===== config.mk =====
export PLATFORM = sky130hd
export DESIGN_NAME = sprite_blit_compositor_unit
export DESIGN_NICKNAME = d
export VERILOG_FILES = /design/src/hw/rtl/sbc_pkg.sv /design/src/hw/rtl/sbc_queue.sv /design/src/hw/rtl/sbc_front.sv /design/src/hw/rtl/sbc_back.sv /design/src/hw/rtl/sprite_blit_compositor_unit.sv
export SDC_FILE = /design/constraint.sdc
export NUM_CORES = 2
export LEC_CHECK = 0
export ABC_AREA = 1
export BUFFER_PORTS_ARGS = -buffer_cell sky130_fd_sc_hd__buf_4
export CORE_ASPECT_RATIO = 0.8
export CORE_MARGIN = 4
export CORE_UTILIZATION = 57
export CTS_BUF_LIST = sky130_fd_sc_hd__clkbuf_4
export DETAILED_ROUTE_END_ITERATION = 6
export PLACE_DENSITY = 0.75
export SLEW_MARGIN = 15
export SYNTH_ARGS = -nofsm -noshare
export SYNTH_HDL_FRONTEND = slang
export SYNTH_SLANG_ARGS = --single-unit

===== constraint.sdc =====
create_clock -name clock -period 17.7 [get_ports clock]
set_clock_uncertainty 0.05 [all_clocks]
set_input_delay 2.655 -clock clock [delete_from_list [all_inputs] [get_ports clock]]
set_output_delay 2.655 -clock clock [all_outputs]
set_load 0.02 [all_outputs]

===== src/hw/rtl/sbc_pkg.sv =====
// Shared types, codes and constants for the sprite blit compositor.
// No dependencies; every other file of the block imports this package.
`timescale 1ns / 1ps
`default_nettype none

package sbc_pkg;

   localparam int SIDE_W      = 11;
   localparam int DEST_SIDE_W = 13;
   localparam int COORD_W     = 12;
   localparam int OFFSET_W    = 28;
   localparam int PIXEL_W     = 32;
   localparam int KEY_W       = 24;
   localparam int PITCH_W     = 16;
   localparam int POS_W       = 16;
   localparam int MODE_W      = 3;
   localparam int PCT_W       = 7;
   localparam int BAR_W       = 17;
   localparam int CLIP_W      = 19;
   localparam int QUEUE_DEPTH = 4;
   localparam int CSR_INDEX_W = 3;
   localparam int CSR_DATA_W  = 24;

   localparam logic [SIDE_W-1:0]      MAX_SPRITE_SIDE = 11'd1024;
   localparam logic [DEST_SIDE_W-1:0] MAX_DEST_SIDE   = 13'd4096;
   localparam logic [SIDE_W-1:0]      COUNT_MAX       = 11'd2047;
   localparam logic [PIXEL_W-1:0]     RGB_MASK        = 32'h00ff_ffff;
   localparam logic [BAR_W-1:0]       BAR_SCALE       = 17'd100;

   localparam logic OP_START = 1'b0;
   localparam logic OP_PIXEL = 1'b1;

   localparam logic [MODE_W-1:0] MODE_COPY  = 3'd0;
   localparam logic [MODE_W-1:0] MODE_KEYED = 3'd1;
   localparam logic [MODE_W-1:0] MODE_TINT  = 3'd2;
   localparam logic [MODE_W-1:0] MODE_BLEND = 3'd3;
   localparam logic [MODE_W-1:0] MODE_BAR   = 3'd4;

   localparam logic [CSR_INDEX_W-1:0] CSR_CAMERA_X    = 3'd0;
   localparam logic [CSR_INDEX_W-1:0] CSR_CAMERA_Y    = 3'd1;
   localparam logic [CSR_INDEX_W-1:0] CSR_DEST_WIDTH  = 3'd2;
   localparam logic [CSR_INDEX_W-1:0] CSR_DEST_HEIGHT = 3'd3;
   localparam logic [CSR_INDEX_W-1:0] CSR_DEST_PITCH  = 3'd4;
   localparam logic [CSR_INDEX_W-1:0] CSR_COLOR_KEY   = 3'd5;

   localparam logic [DEST_SIDE_W-1:0] RESET_DEST_WIDTH  = 13'd640;
   localparam logic [DEST_SIDE_W-1:0] RESET_DEST_HEIGHT = 13'd480;
   localparam logic [PITCH_W-1:0]     RESET_DEST_PITCH  = 16'd2560;

   typedef struct packed {
      logic                      operation;
      logic [SIDE_W-1:0]         sprite_width;
      logic [SIDE_W-1:0]         sprite_height;
      logic signed [POS_W-1:0]   hot_x;
      logic signed [POS_W-1:0]   hot_y;
      logic signed [POS_W-1:0]   draw_x;
      logic signed [POS_W-1:0]   draw_y;
      logic [MODE_W-1:0]         draw_mode;
      logic [PCT_W-1:0]          percent;
      logic [PIXEL_W-1:0]        sprite_pixel;
      logic [PIXEL_W-1:0]        background_pixel;
   } sbc_req_type;

   typedef struct packed {
      logic [COORD_W-1:0]  dest_x;
      logic [COORD_W-1:0]  dest_y;
      logic [OFFSET_W-1:0] dest_offset;
      logic [PIXEL_W-1:0]  pixel_out;
   } sbc_rsp_type;

   typedef struct packed {
      logic signed [POS_W-1:0]  camera_x;
      logic signed [POS_W-1:0]  camera_y;
      logic [DEST_SIDE_W-1:0]   dest_width;
      logic [DEST_SIDE_W-1:0]   dest_height;
      logic [PITCH_W-1:0]       dest_pitch;
      logic [KEY_W-1:0]         color_key;
   } sbc_config_type;

   typedef struct packed {
      logic [COORD_W-1:0] dest_x;
      logic [COORD_W-1:0] dest_y;
      logic [PIXEL_W-1:0] pixel_out;
   } sbc_entry_type;

   typedef struct packed {
      logic full;
      logic empty;
   } sbc_queue_status_type;

endpackage

`default_nettype wire


===== src/hw/rtl/sbc_queue.sv =====
// Write queue between the front (classify) and back (address) parts.
// Depends on sbc_pkg for the entry and status types.
`timescale 1ns / 1ps
`default_nettype none

module sbc_queue (
   input  logic                          clock,
   input  logic                          reset,
   input  logic                          push,
   input  sbc_pkg::sbc_entry_type        push_data,
   input  logic                          pop,
   output sbc_pkg::sbc_entry_type        head,
   output sbc_pkg::sbc_queue_status_type status
);
   import sbc_pkg::*;

   localparam int PTR_W   = $clog2(QUEUE_DEPTH);
   localparam int COUNT_W = $clog2(QUEUE_DEPTH + 1);

   sbc_entry_type      entry_ff [QUEUE_DEPTH];
   logic [PTR_W-1:0]   wr_ptr_ff, wr_ptr_in;
   logic [PTR_W-1:0]   rd_ptr_ff, rd_ptr_in;
   logic [COUNT_W-1:0] count_ff, count_in;

   always_comb begin
      wr_ptr_in = push ? wr_ptr_ff + PTR_W'(1) : wr_ptr_ff;
      rd_ptr_in = pop ? rd_ptr_ff + PTR_W'(1) : rd_ptr_ff;
      count_in  = count_ff;
      if (push && !pop) begin
         count_in = count_ff + COUNT_W'(1);
      end else if (pop && !push) begin
         count_in = count_ff - COUNT_W'(1);
      end
   end

   always_ff @(posedge clock) begin
      if (reset) begin
         wr_ptr_ff <= '0;
         rd_ptr_ff <= '0;
         count_ff  <= '0;
      end else begin
         wr_ptr_ff <= wr_ptr_in;
         rd_ptr_ff <= rd_ptr_in;
         count_ff  <= count_in;
      end
   end

   always_ff @(posedge clock) begin
      if (push) begin
         entry_ff[wr_ptr_ff] <= push_data;
      end
   end

   assign head         = entry_ff[rd_ptr_ff];
   assign status.full  = (count_ff == COUNT_W'(QUEUE_DEPTH));
   assign status.empty = (count_ff == '0);

endmodule

`default_nettype wire


===== src/hw/rtl/sbc_front.sv =====
// Front part: accepts beats, clips start commands over four stages and
// classifies pixel beats into queue writes. Depends on sbc_pkg.
`timescale 1ns / 1ps
`default_nettype none

module sbc_front (
   input  logic                          clock,
   input  logic                          reset,
   input  logic                          req_valid,
   output logic                          req_stall,
   input  sbc_pkg::sbc_req_type          req_payload,
   input  sbc_pkg::sbc_config_type       cfg,
   input  sbc_pkg::sbc_queue_status_type queue_status,
   output logic                          push,
   output sbc_pkg::sbc_entry_type        push_data
);
   import sbc_pkg::*;

   localparam int AXES   = 2;
   localparam int STAGES = 4;

   logic accept, is_start, is_pixel, busy, commit;
   logic [STAGES-1:0] stage_ff, stage_in;

   logic signed [CLIP_W-1:0] org_ff [AXES], org_in [AXES];
   logic signed [CLIP_W-1:0] cam_ff [AXES], cam_in [AXES];
   logic [SIDE_W-1:0]        size_ff [AXES], size_in [AXES];
   logic [DEST_SIDE_W-1:0]   span_ff [AXES], span_in [AXES];
   logic [MODE_W-1:0]        start_mode_ff;
   logic [PCT_W-1:0]         pct_ff;

   logic signed [CLIP_W-1:0] diff_ff [AXES], diff_in [AXES];
   logic signed [CLIP_W-1:0] cut_ff [AXES], cut_in [AXES];
   logic signed [CLIP_W-1:0] len1_ff [AXES], len1_in [AXES];
   logic signed [CLIP_W-1:0] rem_ff [AXES], rem_in [AXES];
   logic signed [CLIP_W-1:0] start_ff [AXES], start_in [AXES];
   logic signed [CLIP_W-1:0] len_ff [AXES], len_in [AXES];
   logic                     vis;

   logic [SIDE_W-1:0]  full_width_ff, full_width_in;
   logic [SIDE_W-1:0]  clip_left_ff, clip_left_in;
   logic [SIDE_W:0]    clip_right_ff, clip_right_in;
   logic [SIDE_W-1:0]  clip_top_ff, clip_top_in;
   logic [SIDE_W:0]    clip_bottom_ff, clip_bottom_in;
   logic [COORD_W-1:0] origin_x_ff, origin_x_in;
   logic [COORD_W-1:0] origin_y_ff, origin_y_in;
   logic [MODE_W-1:0]  mode_ff, mode_in;
   logic [BAR_W-1:0]   bar_limit_ff, bar_limit_in;
   logic [SIDE_W-1:0]  col_ff, col_in;
   logic [SIDE_W-1:0]  row_ff, row_in;

   logic               step, in_win, keyed, bar_ok, pass;
   logic [SIDE_W-1:0]  vcol, vrow;
   logic [SIDE_W:0]    col_inc;
   logic [PIXEL_W-1:0] spr, bg, pix;

   assign busy      = |stage_ff;
   assign commit    = stage_ff[STAGES-1];
   assign req_stall = busy || queue_status.full;
   assign accept    = req_valid && !req_stall;
   assign is_start  = (req_payload.operation == OP_START);
   assign is_pixel  = (req_payload.operation == OP_PIXEL);
   assign stage_in  = {stage_ff[STAGES-2:0], accept && is_start};

   // start command: capture, then clip each axis
   always_comb begin
      logic [SIDE_W-1:0]      sw, sh;
      logic [DEST_SIDE_W-1:0] dw, dh;
      logic                   lt;
      logic signed [CLIP_W-1:0] size_ext, span_ext;
      sw = (req_payload.sprite_width > MAX_SPRITE_SIDE) ? MAX_SPRITE_SIDE
                                                        : req_payload.sprite_width;
      sh = (req_payload.sprite_height > MAX_SPRITE_SIDE) ? MAX_SPRITE_SIDE
                                                         : req_payload.sprite_height;
      dw = (cfg.dest_width > MAX_DEST_SIDE) ? MAX_DEST_SIDE : cfg.dest_width;
      dh = (cfg.dest_height > MAX_DEST_SIDE) ? MAX_DEST_SIDE : cfg.dest_height;
      org_in[0]  = $signed({{3{req_payload.draw_x[POS_W-1]}}, req_payload.draw_x})
                 - $signed({{3{req_payload.hot_x[POS_W-1]}}, req_payload.hot_x});
      org_in[1]  = $signed({{3{req_payload.draw_y[POS_W-1]}}, req_payload.draw_y})
                 - $signed({{3{req_payload.hot_y[POS_W-1]}}, req_payload.hot_y});
      cam_in[0]  = $signed({{3{cfg.camera_x[POS_W-1]}}, cfg.camera_x});
      cam_in[1]  = $signed({{3{cfg.camera_y[POS_W-1]}}, cfg.camera_y});
      size_in[0] = sw;
      size_in[1] = sh;
      span_in[0] = dw;
      span_in[1] = dh;
      for (int a = 0; a < AXES; a++) begin
         diff_in[a]  = cam_ff[a] - org_ff[a];
         lt          = !diff_ff[a][CLIP_W-1] && (diff_ff[a] != '0);
         size_ext    = $signed({8'd0, size_ff[a]});
         span_ext    = $signed({6'd0, span_ff[a]});
         cut_in[a]   = lt ? diff_ff[a] : '0;
         len1_in[a]  = size_ext - (lt ? diff_ff[a] : '0);
         rem_in[a]   = lt ? span_ext : span_ext + diff_ff[a];
         start_in[a] = lt ? '0 : -diff_ff[a];
         len_in[a]   = (len1_ff[a] >= rem_ff[a]) ? rem_ff[a] : len1_ff[a];
      end
      vis = !len_ff[0][CLIP_W-1] && (len_ff[0] != '0)
         && !len_ff[1][CLIP_W-1] && (len_ff[1] != '0);
   end

   always_ff @(posedge clock) begin
      if (accept && is_start) begin
         org_ff        <= org_in;
         cam_ff        <= cam_in;
         size_ff       <= size_in;
         span_ff       <= span_in;
         start_mode_ff <= req_payload.draw_mode;
         pct_ff        <= req_payload.percent;
      end
      diff_ff  <= diff_in;
      cut_ff   <= cut_in;
      len1_ff  <= len1_in;
      rem_ff   <= rem_in;
      start_ff <= start_in;
      len_ff   <= len_in;
   end

   // pixel beat: window test, key test and composition
   always_comb begin
      spr     = req_payload.sprite_pixel;
      bg      = req_payload.background_pixel;
      step    = accept && is_pixel && (full_width_ff != '0);
      col_inc = {1'b0, col_ff} + (SIDE_W + 1)'(1);
      in_win  = (col_ff >= clip_left_ff) && ({1'b0, col_ff} < clip_right_ff)
             && (row_ff >= clip_top_ff) && ({1'b0, row_ff} < clip_bottom_ff);
      vcol    = col_ff - clip_left_ff;
      vrow    = row_ff - clip_top_ff;
      keyed   = ((spr & RGB_MASK) == {8'd0, cfg.color_key});
      bar_ok  = ((BAR_W'(vcol) * BAR_SCALE) < bar_limit_ff);
      pix     = spr;
      case (mode_ff)
         MODE_COPY: begin
            pass = 1'b1;
         end
         MODE_KEYED: begin
            pass = !keyed;
         end
         MODE_TINT: begin
            pass = !keyed;
            pix  = {bg[31:24], spr[23:16], 1'b0, spr[15:9], 1'b0, spr[7:1]};
         end
         MODE_BLEND: begin
            pass = !keyed;
            pix  = {bg[31:24],
                    {1'b0, spr[23:17]} + {1'b0, bg[23:17]},
                    {1'b0, spr[15:9]} + {1'b0, bg[15:9]},
                    {1'b0, spr[7:1]} + {1'b0, bg[7:1]}};
         end
         MODE_BAR: begin
            pass = !keyed && bar_ok;
         end
         default: begin
            pass = 1'b0;
         end
      endcase
      push                = step && in_win && pass;
      push_data.dest_x    = origin_x_ff + {1'b0, vcol};
      push_data.dest_y    = origin_y_ff + {1'b0, vrow};
      push_data.pixel_out = pix;
   end

   // latched draw state and raster position
   always_comb begin
      full_width_in  = full_width_ff;
      clip_left_in   = clip_left_ff;
      clip_right_in  = clip_right_ff;
      clip_top_in    = clip_top_ff;
      clip_bottom_in = clip_bottom_ff;
      origin_x_in    = origin_x_ff;
      origin_y_in    = origin_y_ff;
      mode_in        = mode_ff;
      bar_limit_in   = bar_limit_ff;
      col_in         = col_ff;
      row_in         = row_ff;
      if (commit) begin
         full_width_in = size_ff[0];
         mode_in       = start_mode_ff;
         col_in        = '0;
         row_in        = '0;
         if (vis) begin
            clip_left_in   = cut_ff[0][SIDE_W-1:0];
            clip_right_in  = cut_ff[0][SIDE_W:0] + len_ff[0][SIDE_W:0];
            clip_top_in    = cut_ff[1][SIDE_W-1:0];
            clip_bottom_in = cut_ff[1][SIDE_W:0] + len_ff[1][SIDE_W:0];
            origin_x_in    = start_ff[0][COORD_W-1:0];
            origin_y_in    = start_ff[1][COORD_W-1:0];
            bar_limit_in   = BAR_W'(pct_ff) * BAR_W'(len_ff[0][SIDE_W-1:0]);
         end else begin
            clip_left_in   = '0;
            clip_right_in  = '0;
            clip_top_in    = '0;
            clip_bottom_in = '0;
            origin_x_in    = '0;
            origin_y_in    = '0;
            bar_limit_in   = '0;
         end
      end else if (step) begin
         if (col_inc >= {1'b0, full_width_ff}) begin
            col_in = '0;
            if (row_ff < COUNT_MAX) begin
               row_in = row_ff + SIDE_W'(1);
            end
         end else begin
            col_in = col_inc[SIDE_W-1:0];
         end
      end
   end

   always_ff @(posedge clock) begin
      if (reset) begin
         stage_ff       <= '0;
         full_width_ff  <= '0;
         clip_left_ff   <= '0;
         clip_right_ff  <= '0;
         clip_top_ff    <= '0;
         clip_bottom_ff <= '0;
         origin_x_ff    <= '0;
         origin_y_ff    <= '0;
         mode_ff        <= MODE_COPY;
         bar_limit_ff   <= '0;
         col_ff         <= '0;
         row_ff         <= '0;
      end else begin
         stage_ff       <= stage_in;
         full_width_ff  <= full_width_in;
         clip_left_ff   <= clip_left_in;
         clip_right_ff  <= clip_right_in;
         clip_top_ff    <= clip_top_in;
         clip_bottom_ff <= clip_bottom_in;
         origin_x_ff    <= origin_x_in;
         origin_y_ff    <= origin_y_in;
         mode_ff        <= mode_in;
         bar_limit_ff   <= bar_limit_in;
         col_ff         <= col_in;
         row_ff         <= row_in;
      end
   end

endmodule

`default_nettype wire


===== src/hw/rtl/sbc_back.sv =====
// Back part: pops queued writes, forms the byte offset and holds the
// result beat in the output register. Depends on sbc_pkg.
`timescale 1ns / 1ps
`default_nettype none

module sbc_back (
   input  logic                          clock,
   input  logic                          reset,
   input  sbc_pkg::sbc_queue_status_type queue_status,
   input  sbc_pkg::sbc_entry_type        head,
   input  logic [sbc_pkg::PITCH_W-1:0]   dest_pitch,
   output logic                          pop,
   output logic                          rsp_valid,
   input  logic                          rsp_stall,
   output sbc_pkg::sbc_rsp_type          rsp_payload
);
   import sbc_pkg::*;

   logic        rsp_valid_ff, rsp_valid_in;
   sbc_rsp_type rsp_payload_ff, rsp_payload_in;

   always_comb begin
      pop          = !queue_status.empty && (!rsp_valid_ff || !rsp_stall);
      rsp_valid_in = pop || (rsp_valid_ff && rsp_stall);
      rsp_payload_in.dest_x      = head.dest_x;
      rsp_payload_in.dest_y      = head.dest_y;
      rsp_payload_in.dest_offset = ({16'd0, head.dest_y} * {12'd0, dest_pitch})
                                 + {14'd0, head.dest_x, 2'b00};
      rsp_payload_in.pixel_out   = head.pixel_out;
   end

   always_ff @(posedge clock) begin
      if (reset) begin
         rsp_valid_ff <= 1'b0;
      end else begin
         rsp_valid_ff <= rsp_valid_in;
      end
   end

   always_ff @(posedge clock) begin
      if (pop) begin
         rsp_payload_ff <= rsp_payload_in;
      end
   end

   assign rsp_valid   = rsp_valid_ff;
   assign rsp_payload = rsp_payload_ff;

endmodule

`default_nettype wire


===== src/hw/rtl/sprite_blit_compositor_unit.sv =====
// Top level of the sprite blit compositor: control registers, front,
// write queue and back. Depends on sbc_pkg, sbc_front, sbc_queue, sbc_back.
//
// Usage: program camera_x/y, dest_width/height, dest_pitch and color_key
// through the csr_ port while idle. Send a start beat (operation 0), then
// one pixel beat (operation 1) per sprite pixel in raster order, each with
// the background pixel at its mapped place. Each visible pixel its draw mode
// passes yields one rsp_ beat with coordinates, byte offset and pixel value.
// Throughput: one pixel beat per cycle while the write queue is not full.
// A start beat raises req_stall while the clip pipeline works on it,
// after which pixels flow again. A taken pixel that passes is written
// into the four-entry write queue, then into the output register that
// presents its result beat.
// When the receiver stalls, the output register holds its beat and the
// queue fills; req_stall rises once the queue is full.
// Reset (synchronous, active high) restores register defaults, clears the
// queue and the draw state; no clearing pass, beats are taken next cycle.
`timescale 1ns / 1ps
`default_nettype none

module sprite_blit_compositor_unit (
   input  logic                               clock,
   input  logic                               reset,
   input  logic                               req_valid,
   output logic                               req_stall,
   input  sbc_pkg::sbc_req_type               req_payload,
   output logic                               rsp_valid,
   input  logic                               rsp_stall,
   output sbc_pkg::sbc_rsp_type               rsp_payload,
   input  logic                               csr_write_enable,
   input  logic [sbc_pkg::CSR_INDEX_W-1:0]    csr_index,
   input  logic [sbc_pkg::CSR_DATA_W-1:0]     csr_data
);
   import sbc_pkg::*;

   sbc_config_type       cfg_ff, cfg_in;
   sbc_queue_status_type queue_status;
   sbc_entry_type        push_data, head;
   logic                 push, pop;

   always_comb begin
      cfg_in = cfg_ff;
      if (csr_write_enable) begin
         case (csr_index)
            CSR_CAMERA_X:    cfg_in.camera_x    = csr_data[POS_W-1:0];
            CSR_CAMERA_Y:    cfg_in.camera_y    = csr_data[POS_W-1:0];
            CSR_DEST_WIDTH:  cfg_in.dest_width  = csr_data[DEST_SIDE_W-1:0];
            CSR_DEST_HEIGHT: cfg_in.dest_height = csr_data[DEST_SIDE_W-1:0];
            CSR_DEST_PITCH:  cfg_in.dest_pitch  = csr_data[PITCH_W-1:0];
            CSR_COLOR_KEY:   cfg_in.color_key   = csr_data[KEY_W-1:0];
            default:         cfg_in             = cfg_ff;
         endcase
      end
   end

   always_ff @(posedge clock) begin
      if (reset) begin
         cfg_ff.camera_x    <= '0;
         cfg_ff.camera_y    <= '0;
         cfg_ff.dest_width  <= RESET_DEST_WIDTH;
         cfg_ff.dest_height <= RESET_DEST_HEIGHT;
         cfg_ff.dest_pitch  <= RESET_DEST_PITCH;
         cfg_ff.color_key   <= '0;
      end else begin
         cfg_ff <= cfg_in;
      end
   end

   sbc_front u_front (
      .clock        (clock),
      .reset        (reset),
      .req_valid    (req_valid),
      .req_stall    (req_stall),
      .req_payload  (req_payload),
      .cfg          (cfg_ff),
      .queue_status (queue_status),
      .push         (push),
      .push_data    (push_data)
   );

   sbc_queue u_queue (
      .clock     (clock),
      .reset     (reset),
      .push      (push),
      .push_data (push_data),
      .pop       (pop),
      .head      (head),
      .status    (queue_status)
   );

   sbc_back u_back (
      .clock        (clock),
      .reset        (reset),
      .queue_status (queue_status),
      .head         (head),
      .dest_pitch   (cfg_ff.dest_pitch),
      .pop          (pop),
      .rsp_valid    (rsp_valid),
      .rsp_stall    (rsp_stall),
      .rsp_payload  (rsp_payload)
   );

endmodule

`default_nettype wire


* Yosys cells after proc, flatten, opt, wreduce, memory -nomap -nowiden *
Memories as Yosys holds them, arrays and structs flattened. A register that Yosys moved wholly into a read port is not among the register bits.
Cells that the tools add are included.

word-level totals
  register bits after elaboration = 645
  bits in writable memories = 224
  output and inout port bits = 86
  word-level logic and storage cells = 179
  memories kept = 1

memory list
  memory            depth  width  read ports  clocked after memory_dff  wr ports  RTL line         text
  u_queue.entry_ff  4      56     1           1                         1         sbc_queue.sv:20  sbc_entry_type entry_ff [QUEUE_DEPTH];

cells by class
  add/subtract/negate cells = 26
  multiply operators = 3
  order comparisons = 13
  equality and inequality tests = 11
  muxes and demuxes = 22
  bitwise gates (word level) = 1
  reduce and logical (&&, ||, !) cells = 52

operators by type and width
  kind                  count
  $mux 19               4
  $reduce_bool 19->1    4
  $pmux 32 s2           1
  $mux 12               4
  $add 14x19->19        2
  $ge 19x19->1          2
  $sub 11x19->19        2
  $sub 16x19->19        2
  $sub 16x16->17        2
  $mux 11               3
  $add 28x14->28        1
  $mul 12x16->28        1
  $gt 13x13->1 const B  2
  $mux 13               2
  $add 12x11->12        2
  $add 12x12->12        2
  $add 7x7->8           3
  $eq 24x24->1          1
  $lt 11x12->1          2
  $neg 12->12           2
  $ge 11x11->1          2
  $gt 11x11->1 const B  2
  $sub 11x11->11        2
  $logic_and 1x1->1     19
  29 further kinds      59

* Logic depth before layout (Yosys ltp) *
  depth in word-level cells = 12
  mapped depth = 42

* By module *
Synthesis repeated with hierarchy kept, for this count alone.

unflattened totals
  cells, all modules = 6,133
  area, all modules = 52,947.0 sq um

modules (own cells, without submodules)
  module                       times used  cells each  area each (sq um)  sequential area each (sq um)
  sbc_front                    1           3,806       30,048.8           10,269.8
  sbc_back                     1           1,161       9,829.4            2,542.4
  sbc_queue                    1           600         9,107.5            6,906.6
  sprite_blit_compositor_unit  1           566         3,961.3            1,961.9

* Worst setup path before layout *
OpenSTA, ideal clock, no wires.

  path type = input port to flip-flop
  start = in req_valid
  end = reg u_front.cam_ff[0] in the netlist's numbering, enable pin
  library setup time = 0.608 ns
  data arrival time = 7.904 ns
  slack = 9.138 ns
  stages = 2
  path buffers = 0
  cell sequence = nand3_1 > nor2_1

on the way
  cells in the longest elaborated chain, start to end = 2

RTL lines
  element                  RTL line                           text
  start: declaration       sprite_blit_compositor_unit.sv:24  input logic req_valid,
  $logic_and 1x1->1        sbc_front.sv:60                    assign accept = req_valid && !req_stall;
  $logic_and 1x1->1        -
  via u_front.stage_in[0]  sbc_front.sv:23                    logic [STAGES-1:0] stage_ff, stage_in;
  end signal: assignment   sbc_front.sv:105                   cam_ff <= cam_in;
  end: declaration         sbc_front.sv:26                    logic signed [CLIP_W-1:0] cam_ff [AXES], cam_in [AXES];

The timed path passes the listed nets, and every way through them passes these cells.
A chain may end at the register's enable or synchronous reset.

==> results summary <==
The number of warning messages in the yosys log is 0. The power density over the cells is 164 mW/mm^2. The synthesized area divided by synthesized cell count came out at 8.82 sq um.

The largest fanout of any net on the critical path came out at 57. The final-report hold violation count came out at 0. Before antenna repair, the detailed router went through 6 iterations.

The worst reg-to-reg setup slack came out at 10390 ps. The critical path goes through buf_4, inv_1, buf_4, nand3_1, nand2_1, inv_1, nand2_1, fa_1, fa_1, fa_1, fa_1, inv_1, fa_1, ha_1, nand2_1, nor4_1, o21ai_0, nand3_1, xor2_1. The most frequent standard cell in the layout excluding fill and tap cells is sky130_fd_sc_hd__nand2_1. In this run, synthesis inferred 432 flip-flops with an integrated enable.

The number of vias per cell came out at 5.36. The horizontal extent of the die came out at 344 microns. The core region is 0.0894 sq mm. Summed over all layers, the global routing overflow is 0. The effective utilization at floorplan is 0.574.

The worst slew margin relative to its limit is 0.260. For this run, the total global-route usage over all layers was measured as 0.262. The aggregate routed wire length is 125000 microns.

The cell area after synthesis is 0.0513 sq mm. The register bit total from synthesis is 867. The pin count of the biggest net entering global routing came out at 96. The clock buffer count from CTS is 214. The count of final setup violators came out at 0. The root buffer cell chosen for the clock tree is sky130_fd_sc_hd__clkbuf_4.

The shortest clock period the worst path allows after layout came out at 7310 ps. The final-layout fill cell count came out at 7512. In this run the most critical hold path is launched from u_front.start_ff[4]$_SDFF_PP0_.

At the end of routability-driven placement, the weighted congestion stood at 0.926. The maximum number of buffers from clock root to sink came out at 3. The fraction of final layout cells with drive strength greater than 1 came out at 0.116. At the pin with the least slew margin, the transition time is 1110 ps. The clock-pin slew of the registers on the worst-case setup and hold paths is 70 ps. The post-cts gate resize count is 0. The count of unique library cells instantiated by Yosys came out at 57. The accumulated negative setup slack came out at 0 ps. The nature of the critical path startpoint is a register.

Derived from the worst setup path, the maximum achievable clock frequency is 0.137 GHz. Across the VDD grid, the largest voltage drop is 0.240 mV. The post-synthesis to final-layout area growth came out at 11.3%. Once detail routing completed, the nets flagged for antenna violations numbered 0. The min-delay analysis places its worst path in the category reg2reg.

Buffers inserted to repair hold after CTS numbered 0. The number of global-route vias before repair is 39.3k. The worst path buffer plus inverter count came out at 5. The most used flip-flop cell after synthesis is sky130_fd_sc_hd__dfxtp_1. The number of nets in the synthesized netlist is 6661. The wire-length estimate of the detail-placed layout is 92900 microns. The worst setup path is captured at a register.

The top-level I/O count came out at 279. Setup repair after global routing left no endpoint under its margin. The maximum cell stage delay along the critical path came out at 700 ps. The residual DRC count is 0. The post-layout total power came out at 9.38 mW. The slowest stage of the critical path is the sky130_fd_sc_hd__nor4_1 cell. The data arrival at the endpoint of the critical path came out at 8090 ps. The run finished with clean final reports. The tool flagged a number of max-cap violations equal to 0.

Broken down by cell family, the worst path's largest delay share belongs to adder cells. The number of H-tree levels is 4. The share of synthesized flip-flops with an asynchronous set or reset is 0. The count of final max-slew check failures is 0. The floorplan has 98 rows. The kind of critical path is reg2reg. The worst hold path terminates at u_front.origin_y_ff[4]$_SDFFE_PP0P_. The final cycle utilization of the critical path is 0.413. The most numerous cell type found on the critical path is sky130_fd_sc_hd__fa_1.

The portion of the post-synthesis area used by sequential elements is 0.422. In this run the post-CTS setup repair buffer count came out at 0. The leakage power came out at 26.7 nW. The first global-routing pass estimated 199000 microns of wire. The final routed wire length divided by cell count is 16.5 microns. The number of cells on the worst hold path came out at 1. The post-layout net count is 7007. The required time of the critical path is 18480 ps. The library cells used most frequently in the layout, excluding fill and tap cells, are 1064 x sky130_fd_sc_hd__nand2_1, 898 x sky130_fd_sc_hd__inv_1, 553 x sky130_fd_sc_hd__nor2_1, 433 x sky130_fd_sc_hd__dfxtp_1, 432 x sky130_fd_sc_hd__edfxtp_1. The worst reg2reg path depth is 19. The area of the die is 0.0950 sq mm. The number of clock sinks is 867. TritonCTS built the clock tree. The endpoint of the most critical register-to-register path is u_back.rsp_payload[56]$_DFFE_PP_. The number of instances in the synthesized netlist came out at 5823. The initial antenna violation count came to 12.

The DRC marker count from the first detailed-route iteration came out at 3259. During placement, the flow inserted port buffers numbering 275. In this run the vertical extent of the chip is 276 microns. The detailed router placed 40.5k vias in this run.

The source-to-sink clock delay at the later pin of the worst-skew pair is 1130 ps.
report_power, final:
part	switching [mW]	internal [mW]
combinational	3.05	1.76
sequential	0.286	2.62
clock	0.817	0.849
cells in the mapped netlist (all sizes together), types with 39 or more instances:
master	count	area share
xnor2	69	0.012
fa	219	0.085
nand2	1085	0.081
nand4	39	0.0048
a21oi	360	0.036
edfxtp	432	0.25
o22ai	74	0.0090
xor2	148	0.025
nor2	569	0.042
ha	426	0.10
dfxtp	435	0.17
clkbuf	103	0.0076
buf	63	0.0074
nand3	207	0.021
inv	909	0.066
o21ai	441	0.043
nor3	50	0.0059
worst max-delay path by stage:
stage / start / slack (ps) / endpoint / cells after the start
2_1_floorplan: req_valid / 9140 / u_front.cam_ff[0]$_DFFE_PP_ / 2
3_3_place_gp: u_front.col_ff[0]$_SDFFE_PP0P_ / 10700 / u_queue.entry_ff[3][21]$_DFFE_PP_ / 34
3_5_place_dp: u_front.col_ff[0]$_SDFFE_PP0P_ / 10560 / u_queue.count_ff[2]$_SDFFE_PP0P_ / 40
4_1_cts: u_front.col_ff[0]$_SDFFE_PP0P_ / 10500 / u_queue.count_ff[2]$_SDFFE_PP0P_ / 40
5_1_grt: u_front.col_ff[0]$_SDFFE_PP0P_ / 9730 / u_queue.count_ff[2]$_SDFFE_PP0P_ / 40
6_report: register / 10390 / u_back.rsp_payload[56]$_DFFE_PP_ / 19
cell families (layout without fill, tap and decap cells):
family | count (synthesis) | after routing | synth area share
adder cells (fa/ha/maj) | 645 | 645 | 0.189
other | 0 | 12 | 0
AO/OA/AOI/OAI | 1021 | 1021 | 0.110
buffers and inverters | 1080 | 1606 | 0.0818
flip-flops | 867 | 867 | 0.422
XOR/XNOR | 217 | 217 | 0.0370
AND/OR/NAND/NOR | 1993 | 1993 | 0.160
through the flow:
step / utilization / area, sq um / hold slack [ps] / instances / worst slack (ps)
2_1_floorplan: - / 51300 / 353 / 5823 / 9140
3_5_place_dp: 0.608 / 54300 / 358 / 7153 / 10560
5_1_grt: 0.639 / 57100 / 367 / 7554 / 9730
4_1_cts: 0.639 / 57100 / 372 / 7549 / 10500
3_3_place_gp: 0.608 / 54300 / 356 / 7153 / 10700
6_report: 0.639 / 57200 / 357 / 7561 / 10390
flip-flops by register name, summed over array words and instances, names as in the netlist, 26 cells and up, named ones only:
name / count
cfg_ff: 98
u_back.rsp_payload: 84
u_front.cam_ff: 32
u_front.diff_ff: 38
u_front.len1_ff: 38
u_front.len_ff: 38
u_front.org_ff: 34
u_front.rem_ff: 38
u_front.span_ff: 26
u_queue.entry_ff: 224
routing by layer:
layer  GRT usage  up-vias  part of all wire
met5           0        -          0.000080
met4      0.0947        2             0.029
met3      0.0613      245             0.092
met2       0.412     1542              0.45
met1       0.356    18800              0.43
li1            -    19900                 -
worst reg2reg max path: stages, from the launching register on:
cell	delay [ps]
sky130_fd_sc_hd__dfxtp_2	310
sky130_fd_sc_hd__buf_4	480
sky130_fd_sc_hd__inv_1	390
sky130_fd_sc_hd__buf_4	390
sky130_fd_sc_hd__nand3_1	170
sky130_fd_sc_hd__nand2_1	220
sky130_fd_sc_hd__inv_1	510
sky130_fd_sc_hd__nand2_1	150
sky130_fd_sc_hd__fa_1	560
sky130_fd_sc_hd__fa_1	450
sky130_fd_sc_hd__fa_1	530
sky130_fd_sc_hd__fa_1	510
sky130_fd_sc_hd__inv_1	50
sky130_fd_sc_hd__fa_1	440
sky130_fd_sc_hd__ha_1	390
sky130_fd_sc_hd__nand2_1	140
sky130_fd_sc_hd__nor4_1	700
sky130_fd_sc_hd__o21ai_0	260
sky130_fd_sc_hd__nand3_1	270
sky130_fd_sc_hd__xor2_1	100
area by class of cell:
type	count	area [sq um]	area share
Antenna cell	12	30.0	0.000525
Inverter	914	3440	0.0601
Tap cell	1200	1500	0.0263
Clock buffer	321	2410	0.0422
Clock inverter	75	373	0.00652
Multi-Input combinational cell	3876	25500	0.446
Sequential cell	867	21700	0.379
Timing Repair Buffer	296	2220	0.0389
(Power assumes the default switching activity.)
